### src/hdl/pmi_pkg.sv
`default_nettype none

package pmi_pkg;

    localparam int IDX_W       = 12;
    localparam int SIDE_W      = 5;
    localparam int CFG_IDX_W   = 2;
    localparam int RECIP_W     = 18;
    localparam int RECIP_SHIFT = 17;
    localparam int PROD_W      = IDX_W + RECIP_W;
    localparam int MUL_W       = IDX_W + SIDE_W;
    localparam int SXY_W       = 2 * SIDE_W;
    localparam int TOT_W       = 3 * SIDE_W;
    localparam int SUM_W       = TOT_W + 1;
    localparam int LATENCY     = 6;
    localparam int MAX_SIDE_DEF = 16;

    localparam logic [CFG_IDX_W-1:0] CFG_SIDE_X = 2'd0;
    localparam logic [CFG_IDX_W-1:0] CFG_SIDE_Y = 2'd1;
    localparam logic [CFG_IDX_W-1:0] CFG_SIDE_Z = 2'd2;

    typedef enum logic [1:0] {
        OP_NEG  = 2'd0,
        OP_DIFF = 2'd1,
        OP_SUM  = 2'd2,
        OP_BAD  = 2'd3
    } op_t;

    typedef struct packed {
        logic bad;
        op_t  op;
    } ctl_t;

    typedef struct packed {
        logic [SIDE_W-1:0] x;
        logic [SIDE_W-1:0] y;
        logic [SIDE_W-1:0] z;
    } coord_t;

    // ceil(2^17 / d): exact quotient for 12-bit dividends and d up to 31
    function automatic logic [RECIP_W-1:0] recip_of(input logic [SIDE_W-1:0] d);
        logic [RECIP_W-1:0] r;
        case (d)
            5'd1:    r = 18'd131072;
            5'd2:    r = 18'd65536;
            5'd3:    r = 18'd43691;
            5'd4:    r = 18'd32768;
            5'd5:    r = 18'd26215;
            5'd6:    r = 18'd21846;
            5'd7:    r = 18'd18725;
            5'd8:    r = 18'd16384;
            5'd9:    r = 18'd14564;
            5'd10:   r = 18'd13108;
            5'd11:   r = 18'd11916;
            5'd12:   r = 18'd10923;
            5'd13:   r = 18'd10083;
            5'd14:   r = 18'd9363;
            5'd15:   r = 18'd8739;
            5'd16:   r = 18'd8192;
            5'd17:   r = 18'd7711;
            5'd18:   r = 18'd7282;
            5'd19:   r = 18'd6899;
            5'd20:   r = 18'd6554;
            5'd21:   r = 18'd6242;
            5'd22:   r = 18'd5958;
            5'd23:   r = 18'd5699;
            5'd24:   r = 18'd5462;
            5'd25:   r = 18'd5243;
            5'd26:   r = 18'd5042;
            5'd27:   r = 18'd4855;
            5'd28:   r = 18'd4682;
            5'd29:   r = 18'd4520;
            5'd30:   r = 18'd4370;
            5'd31:   r = 18'd4229;
            default: r = '0;
        endcase
        return r;
    endfunction

endpackage

`default_nettype wire

### src/hdl/periodic_mesh_index_alu_core.sv
// periodic mesh index unit
// command channel: an operation (opcode, idx_a, idx_b, idx_c) transfers at a
// rising edge with start high and busy low; busy stays low, so one operation
// can transfer on every clock cycle.
// each operation gives exactly one result on result_index / invalid, shown
// for one cycle with done high. results leave in the order operations
// came.
// the latency is set by the coordinate split: a reciprocal multiply for the
// quotient by side_x, a multiply back for the remainder, then the same for
// side_y, followed by one stage of per-axis wrap and one of recombination.
// config port: cfg_we with cfg_index 0/1/2 writes side_x/side_y/side_z from
// cfg_wdata; a side of 0 reads as 1, one above MAX_SIDE as MAX_SIDE. write
// only while no operation is in flight.
// reset clears the in-flight valid bits and sets every side to 1.
// there is no backpressure: the receiver must take each result when shown.
`default_nettype none

module periodic_mesh_index_alu_core #(
    parameter int MAX_SIDE = pmi_pkg::MAX_SIDE_DEF
) (
    input  wire logic                             clk,
    input  wire logic                             rst_n,
    input  wire logic                             start,
    output logic                                  busy,
    input  wire logic [1:0]                       opcode,
    input  wire logic [pmi_pkg::IDX_W-1:0]        idx_a,
    input  wire logic [pmi_pkg::IDX_W-1:0]        idx_b,
    input  wire logic [pmi_pkg::IDX_W-1:0]        idx_c,
    input  wire logic                             cfg_we,
    input  wire logic [pmi_pkg::CFG_IDX_W-1:0]    cfg_index,
    input  wire logic [pmi_pkg::SIDE_W-1:0]       cfg_wdata,
    output logic                                  done,
    output logic [pmi_pkg::IDX_W-1:0]             result_index,
    output logic                                  invalid
);

    logic                           accept;
    logic [pmi_pkg::SIDE_W-1:0]     side_x_reg, side_y_reg, side_z_reg;
    logic [pmi_pkg::SIDE_W-1:0]     side_eff;
    logic [pmi_pkg::SXY_W-1:0]      sxy_reg, sxy_next;
    logic [pmi_pkg::TOT_W-1:0]      tot_reg, tot_next;
    logic [pmi_pkg::RECIP_W-1:0]    recip_x, recip_y;
    logic [pmi_pkg::LATENCY-1:0]    valid_reg, valid_next;

    pmi_pkg::op_t                   op_s1_reg, op_s2_reg;
    logic [pmi_pkg::IDX_W-1:0]      a_s1_reg, b_s1_reg, c_s1_reg;
    logic [pmi_pkg::IDX_W-1:0]      a_s2_reg, b_s2_reg, c_s2_reg;
    pmi_pkg::ctl_t                  ctl_s3_reg, ctl_s3_next, ctl_s4_reg;
    pmi_pkg::coord_t                coord_a, coord_b, coord_c;

    assign busy   = 1'b0;
    assign accept = start && !busy;

    // clamp the written side into 1..MAX_SIDE
    always_comb
    begin
        if (cfg_wdata == '0)
            side_eff = pmi_pkg::SIDE_W'(1);
        else if (int'(cfg_wdata) > MAX_SIDE)
            side_eff = pmi_pkg::SIDE_W'(MAX_SIDE);
        else
            side_eff = cfg_wdata;
    end

    always_ff @(posedge clk or negedge rst_n)
    begin
        if (!rst_n)
        begin
            side_x_reg <= pmi_pkg::SIDE_W'(1);
            side_y_reg <= pmi_pkg::SIDE_W'(1);
            side_z_reg <= pmi_pkg::SIDE_W'(1);
        end
        else if (cfg_we)
        begin
            case (cfg_index)
                pmi_pkg::CFG_SIDE_X: side_x_reg <= side_eff;
                pmi_pkg::CFG_SIDE_Y: side_y_reg <= side_eff;
                pmi_pkg::CFG_SIDE_Z: side_z_reg <= side_eff;
                default:             ;
            endcase
        end
    end

    // mesh products follow the sides: sxy_reg is registered from side_x and side_y, tot_reg from sxy_reg and side_z
    always_comb
    begin
        sxy_next   = pmi_pkg::SXY_W'(side_x_reg) * pmi_pkg::SXY_W'(side_y_reg);
        tot_next   = pmi_pkg::TOT_W'(sxy_reg) * pmi_pkg::TOT_W'(side_z_reg);
        recip_x    = pmi_pkg::recip_of(side_x_reg);
        recip_y    = pmi_pkg::recip_of(side_y_reg);
        valid_next = {valid_reg[pmi_pkg::LATENCY-2:0], accept};
    end

    always_ff @(posedge clk or negedge rst_n)
    begin
        if (!rst_n)
        begin
            sxy_reg   <= pmi_pkg::SXY_W'(1);
            tot_reg   <= pmi_pkg::TOT_W'(1);
            valid_reg <= '0;
        end
        else
        begin
            sxy_reg   <= sxy_next;
            tot_reg   <= tot_next;
            valid_reg <= valid_next;
        end
    end

    // range check against the mesh size
    always_comb
    begin
        ctl_s3_next.op  = op_s2_reg;
        ctl_s3_next.bad = (op_s2_reg == pmi_pkg::OP_BAD)
                       || (pmi_pkg::TOT_W'(a_s2_reg) >= tot_reg)
                       || ((op_s2_reg != pmi_pkg::OP_NEG)
                           && (pmi_pkg::TOT_W'(b_s2_reg) >= tot_reg))
                       || ((op_s2_reg == pmi_pkg::OP_SUM)
                           && (pmi_pkg::TOT_W'(c_s2_reg) >= tot_reg));
    end

    always_ff @(posedge clk)
    begin
        op_s1_reg  <= pmi_pkg::op_t'(opcode);
        a_s1_reg   <= idx_a;
        b_s1_reg   <= idx_b;
        c_s1_reg   <= idx_c;
        op_s2_reg  <= op_s1_reg;
        a_s2_reg   <= a_s1_reg;
        b_s2_reg   <= b_s1_reg;
        c_s2_reg   <= c_s1_reg;
        ctl_s3_reg <= ctl_s3_next;
        ctl_s4_reg <= ctl_s3_reg;
    end

    pmi_split u_split_a (
        .clk     (clk),
        .idx     (idx_a),
        .side_x  (side_x_reg),
        .side_y  (side_y_reg),
        .recip_x (recip_x),
        .recip_y (recip_y),
        .coord   (coord_a)
    );

    pmi_split u_split_b (
        .clk     (clk),
        .idx     (idx_b),
        .side_x  (side_x_reg),
        .side_y  (side_y_reg),
        .recip_x (recip_x),
        .recip_y (recip_y),
        .coord   (coord_b)
    );

    pmi_split u_split_c (
        .clk     (clk),
        .idx     (idx_c),
        .side_x  (side_x_reg),
        .side_y  (side_y_reg),
        .recip_x (recip_x),
        .recip_y (recip_y),
        .coord   (coord_c)
    );

    pmi_combine u_combine (
        .clk          (clk),
        .side_x       (side_x_reg),
        .side_y       (side_y_reg),
        .side_z       (side_z_reg),
        .side_xy      (sxy_reg),
        .ctl          (ctl_s4_reg),
        .ca           (coord_a),
        .cb           (coord_b),
        .cc           (coord_c),
        .result_index (result_index),
        .invalid      (invalid)
    );

    assign done = valid_reg[pmi_pkg::LATENCY-1];

endmodule

`default_nettype wire

### src/hdl/pmi_split.sv
`default_nettype none

// splits one linear index into x, y, z over four register stages
module pmi_split (
    input  wire logic                             clk,
    input  wire logic [pmi_pkg::IDX_W-1:0]        idx,
    input  wire logic [pmi_pkg::SIDE_W-1:0]       side_x,
    input  wire logic [pmi_pkg::SIDE_W-1:0]       side_y,
    input  wire logic [pmi_pkg::RECIP_W-1:0]      recip_x,
    input  wire logic [pmi_pkg::RECIP_W-1:0]      recip_y,
    output pmi_pkg::coord_t                       coord
);

    logic [pmi_pkg::IDX_W-1:0]  n1_reg, n2_reg;
    logic [pmi_pkg::PROD_W-1:0] p1_reg, p1_next;
    logic [pmi_pkg::IDX_W-1:0]  q2_reg, q2_next;
    logic [pmi_pkg::MUL_W-1:0]  qx2_reg, qx2_next;
    logic [pmi_pkg::PROD_W-1:0] pq2_reg, pq2_next;
    logic [pmi_pkg::IDX_W-1:0]  q3_reg;
    logic [pmi_pkg::IDX_W-1:0]  z_full;
    logic [pmi_pkg::SIDE_W-1:0] x3_reg, x3_next;
    logic [pmi_pkg::SIDE_W-1:0] z3_reg;
    logic [pmi_pkg::MUL_W-1:0]  zy3_reg, zy3_next;
    logic [pmi_pkg::IDX_W-1:0]  y_diff;
    logic [pmi_pkg::SIDE_W-1:0] x4_reg, y4_reg, y4_next, z4_reg;

    always_comb
    begin
        // quotient by side_x through the reciprocal, then the remainder and the same split by side_y
        p1_next  = pmi_pkg::PROD_W'(idx) * pmi_pkg::PROD_W'(recip_x);
        q2_next  = p1_reg[pmi_pkg::RECIP_SHIFT +: pmi_pkg::IDX_W];
        qx2_next = pmi_pkg::MUL_W'(q2_next) * pmi_pkg::MUL_W'(side_x);
        pq2_next = pmi_pkg::PROD_W'(q2_next) * pmi_pkg::PROD_W'(recip_y);
        x3_next  = pmi_pkg::SIDE_W'(n2_reg - qx2_reg[pmi_pkg::IDX_W-1:0]);
        z_full   = pq2_reg[pmi_pkg::RECIP_SHIFT +: pmi_pkg::IDX_W];
        zy3_next = pmi_pkg::MUL_W'(z_full) * pmi_pkg::MUL_W'(side_y);
        y_diff   = q3_reg - zy3_reg[pmi_pkg::IDX_W-1:0];
        y4_next  = y_diff[pmi_pkg::SIDE_W-1:0];
    end

    always_ff @(posedge clk)
    begin
        n1_reg  <= idx;
        p1_reg  <= p1_next;
        n2_reg  <= n1_reg;
        q2_reg  <= q2_next;
        qx2_reg <= qx2_next;
        pq2_reg <= pq2_next;
        x3_reg  <= x3_next;
        q3_reg  <= q2_reg;
        z3_reg  <= z_full[pmi_pkg::SIDE_W-1:0];
        zy3_reg <= zy3_next;
        x4_reg  <= x3_reg;
        y4_reg  <= y4_next;
        z4_reg  <= z3_reg;
    end

    assign coord.x = x4_reg;
    assign coord.y = y4_reg;
    assign coord.z = z4_reg;

endmodule

`default_nettype wire

### src/hdl/pmi_combine.sv
`default_nettype none

// per-axis wrap and recombination into a linear index, two register stages
module pmi_combine (
    input  wire logic                         clk,
    input  wire logic [pmi_pkg::SIDE_W-1:0]   side_x,
    input  wire logic [pmi_pkg::SIDE_W-1:0]   side_y,
    input  wire logic [pmi_pkg::SIDE_W-1:0]   side_z,
    input  wire logic [pmi_pkg::SXY_W-1:0]    side_xy,
    input  pmi_pkg::ctl_t                     ctl,
    input  pmi_pkg::coord_t                   ca,
    input  pmi_pkg::coord_t                   cb,
    input  pmi_pkg::coord_t                   cc,
    output logic [pmi_pkg::IDX_W-1:0]         result_index,
    output logic                              invalid
);

    function automatic logic [pmi_pkg::SIDE_W-1:0] wrap_axis(
        input pmi_pkg::op_t               op,
        input logic [pmi_pkg::SIDE_W-1:0] a,
        input logic [pmi_pkg::SIDE_W-1:0] b,
        input logic [pmi_pkg::SIDE_W-1:0] c,
        input logic [pmi_pkg::SIDE_W-1:0] s
    );
        logic [6:0] v;
        logic [6:0] s7;
        s7 = 7'(s);
        case (op)
            pmi_pkg::OP_NEG:  v = s7 - 7'(a);
            pmi_pkg::OP_DIFF: v = 7'(b) + s7 - 7'(a);
            default:          v = 7'(a) + 7'(b) + s7 - 7'(c);
        endcase
        // value stays below three sides
        if (v >= s7)
            v = v - s7;
        if (v >= s7)
            v = v - s7;
        return v[pmi_pkg::SIDE_W-1:0];
    endfunction

    logic [pmi_pkg::SIDE_W-1:0] rx_reg, ry_reg, rz_reg;
    logic [pmi_pkg::SIDE_W-1:0] rx_next, ry_next, rz_next;
    logic                       bad_reg;
    logic [pmi_pkg::SUM_W-1:0]  lin_sum;
    logic [pmi_pkg::IDX_W-1:0]  result_reg, result_next;
    logic                       invalid_reg;

    always_comb
    begin
        rx_next = wrap_axis(ctl.op, ca.x, cb.x, cc.x, side_x);
        ry_next = wrap_axis(ctl.op, ca.y, cb.y, cc.y, side_y);
        rz_next = wrap_axis(ctl.op, ca.z, cb.z, cc.z, side_z);
        lin_sum = pmi_pkg::SUM_W'(rx_reg)
                + pmi_pkg::SUM_W'(ry_reg) * pmi_pkg::SUM_W'(side_x)
                + pmi_pkg::SUM_W'(rz_reg) * pmi_pkg::SUM_W'(side_xy);
        result_next = bad_reg ? '0 : lin_sum[pmi_pkg::IDX_W-1:0];
    end

    always_ff @(posedge clk)
    begin
        rx_reg      <= rx_next;
        ry_reg      <= ry_next;
        rz_reg      <= rz_next;
        bad_reg     <= ctl.bad;
        result_reg  <= result_next;
        invalid_reg <= bad_reg;
    end

    assign result_index = result_reg;
    assign invalid      = invalid_reg;

endmodule

`default_nettype wire

### config.mk
export PLATFORM = sky130hd
export DESIGN_NAME = periodic_mesh_index_alu_core
export DESIGN_NICKNAME = d
export VERILOG_FILES = /design/src/hdl/pmi_pkg.sv /design/src/hdl/periodic_mesh_index_alu_core.sv /design/src/hdl/pmi_split.sv /design/src/hdl/pmi_combine.sv
export SDC_FILE = /design/constraint.sdc
export NUM_CORES = 2
export LEC_CHECK = 0
export ABC_AREA = 1
export BUFFER_PORTS_ARGS = -buffer_cell sky130_fd_sc_hd__buf_2
export CAP_MARGIN = 20
export CORE_ASPECT_RATIO = 0.9
export CORE_UTILIZATION = 28
export DETAILED_ROUTE_END_ITERATION = 6
export PLACE_DENSITY = 0.54
export SKIP_CTS_REPAIR_TIMING = 1
export SYNTH_ARGS = -nofsm -noshare
export SYNTH_HDL_FRONTEND = slang
export SYNTH_HIERARCHICAL = 1
export SYNTH_SLANG_ARGS = --single-unit
### constraint.sdc
create_clock -name clk -period 14.2 [get_ports clk]
set_input_delay 0.71 -clock clk [delete_from_list [all_inputs] [get_ports clk]]
set_output_delay 0.71 -clock clk [all_outputs]
set_load 0.005 [all_outputs]
==> impl_results.md <==
- Outcome: completed
- Grt total ovfl: 0
- Worst Setup EP: u_split_c/pq2_reg[21]
- Startpoint types: register
- Largest register FFs: 15
- Number of I/O pins: 64
- Synth top area share: 33.81%
- Final instance area: 65770 um2
- Post-layout util: 30.60%
- Clock sink count: 373
- CP max FO: 31
- Synth area leaders: fa_1 (34%), nand2_1 (14%), inv_1 (14%)
- R2r endpoint: u_split_c/pq2_reg[21]
- Critical Path RT: 14680 ps
- Final Net Count: 9581
- Slew Limit Fails: 0
- CTS Buf Count: 42
- RSZ-0062 raised after global routing: no
- Post-synth EDFFs: 0
- Ys async rst share: 12.33%
- Crit path from: side_y_reg[0]
- Die Ht: 444.3 um
- Sequential area share after synthesis: 12.66%
- Kind of capture point of the worst setup path: register
- CTS tree: yes
- Cell taking the most area after synthesis: fa_1
- Normalized max-slew margin: 21.57%
- Post-DR wirelength/cell: 16.22 um
- Min Tclk post-route: 7389 ps
- Synth warnings: 6
- Yosys cell types: 67
- Worst EP arrival: 7870 ps
- Post-synthesis instance area: 60870 um2
- Post-place instance area: 64280 um2
- CTS root buf: clkbuf_16
- Layout cells sized above 1: 4.186%
- Area Overhead vs Synth: 8.047%
- Skew final: 22.92 ps
- Actual slew at the worst max-slew pin: 1175 ps
- R2R Setup Slk: 6810 ps
- Drt first pass iters: 6
- CORE AREA: 214900 um2
- Die width: 493.5 um
- Setup CP Type: register to register
- Port bufs: 62
- Row cnt: 161
- Routed WL: 175800 um
- Total track usage: 16.33%
- Initial Utilization: 28.32%
- Die area: 219300 um2
- Top post-synthesis cells by count: nand2_1 (2283), inv_1 (2247), fa_1 (1028)
- # DRC: 0
- Number of global-route vias before repair: 51380
- Hold Path Class: input pin to async pin
- Seq cells post-synth: 373
- Clk Latency, worst-skew pair: 610 ps
- Final hold vios: 0
- Global-route wire length before repair: 283900 um
- Tcrit/Tclk final: 52.03%
- Remaining antenna violation count: 0
- Initial antenna violation count: 16
- FF-to-FF Start: side_y_reg[0]
- Clock-pin slew on the worst setup and hold paths: 70 ps
- Total negative slack: 0 ps
- Via Count: 48630
- DP HPWL: 134300 um
- Iteration-0 DRC Markers: 2982
- Final Wtd Congestion: 0.8641
- Count leader, synth: nand2_1
- R2R cell count: 27
- Largest net degree at the start of global routing: 43
- Mapped Cells: 8040
- Maximum buffer depth of the clock tree: 3
- Depth of the CTS H-tree: 2
- F_max: 135.3 MHz
- Main flop type after synthesis: dfxtp_1
- Mapped Avg Cell Area: 7.571 um2
- MaxCap Viol Count: 0
- Post-DR vias/cell: 4.488
- Setup violations, final: 0
- Syn_nets: 9676
-- cells by family (layout without fill, tap and decap cells) --
logic type / after synthesis / after routing / share of synthesized area (%)
AOI/OAI and AO/OA: 479 / 479 / 4.407
adders and majority gates: 1587 / 1587 / 45.30
DFF: 373 / 373 / 12.66
buffers and inverters: 2537 / 2476 / 15.91
xor gates and xnor gates: 158 / 158 / 2.273
and+or+nand+nor: 2905 / 2905 / 19.45
other: 1 / 6 / 0.006161
-- per-layer routing --
layer	vias to the layer above	global-route usage, %	wire length (um)
li1	23040	-	-
met1	24010	22.28	80190
met2	1356	27.28	81170
met3	219	2.130	10410
met4	6	3.722	3993
met5	-	0	41
-- critical path, stage by stage, from the launching register on --
cell	delay (ps)
dfstp_2	510
buf_4	350
inv_1	230
ha_1	390
nand2_1	80
inv_1	90
o21ai_0	90
a22oi_2	790
buf_4	510
nand2_1	130
fa_1	530
inv_1	50
fa_1	470
inv_1	50
fa_1	480
inv_1	60
fa_1	480
inv_1	50
fa_1	490
inv_1	50
ha_1	390
nand2_1	100
nor3_1	270
nand3b_1	110
nand3_1	240
inv_1	70
nand3_1	80
nand2_1	90
-- cells in the final DEF (no fill, tap or decap), types with 7 or more instances in the layout --
master	count
inv_1	2247
inv_6	7
o21bai_1	14
clkinv_2	7
nand3_1	234
dfrtp_1	41
buf_4	65
fa_1	1028
nand3_2	10
a21o_1	15
o21a_1	16
xor2_1	83
nand2_2	28
o21ai_0	116
ha_1	559
clkbuf_16	43
buf_2	62
nor3_1	37
nand2_1	2283
nand3b_1	21
dfxtp_1	324
nor2_2	17
xnor2_1	75
nor2_1	197
o22ai_1	8
o21ai_1	17
nand4_1	40
a21oi_1	226
clkinv_1	7
inv_2	15
a211oi_1	7
a31oi_1	12
-- area by class of cell --
type                    instances  area (um2)
repair buffers                128       825.8
clock buffers                  54        1167
diodes                          5       12.51
well taps                    2852        3568
clock inverters                24       276.5
inverters                    2270        8526
multi-input cells            5130       43680
flip-flops and latches        373        7707
fillers                     23050      149200
-- per-stage QoR --
step                      setup WS [ps]  cells  hold WS, ps
after floorplan                    7569   8040        309.6
after global placement             7009  10750        309.8
after detailed placement           6928  10750        312.1
after CTS                          6901  10830        26.77
after global routing               6396  10840        41.44
final                              6811  10840        42.04
-- how the worst min path moves through the flow --
| stage | startpoint | end | cells past startpoint |
|---|---|---|---|
| after floorplan | a_s1_reg[0] | a_s2_reg[0] | 0 |
| after global placement | u_split_c/q2_reg[1] | u_split_c/q3_reg[1] | 0 |
| after detailed placement | ctl_s3_reg[0] | ctl_s4_reg[0] | 0 |
| after CTS | rst_n | valid_reg[0] | 1 |
| after global routing | rst_n | valid_reg[0] | 1 |
| final | rst_n | valid_reg[0] | 1 |
Power is not shown: default switching activity piles up to over one toggle a cycle in this logic, so the estimate is an artifact.
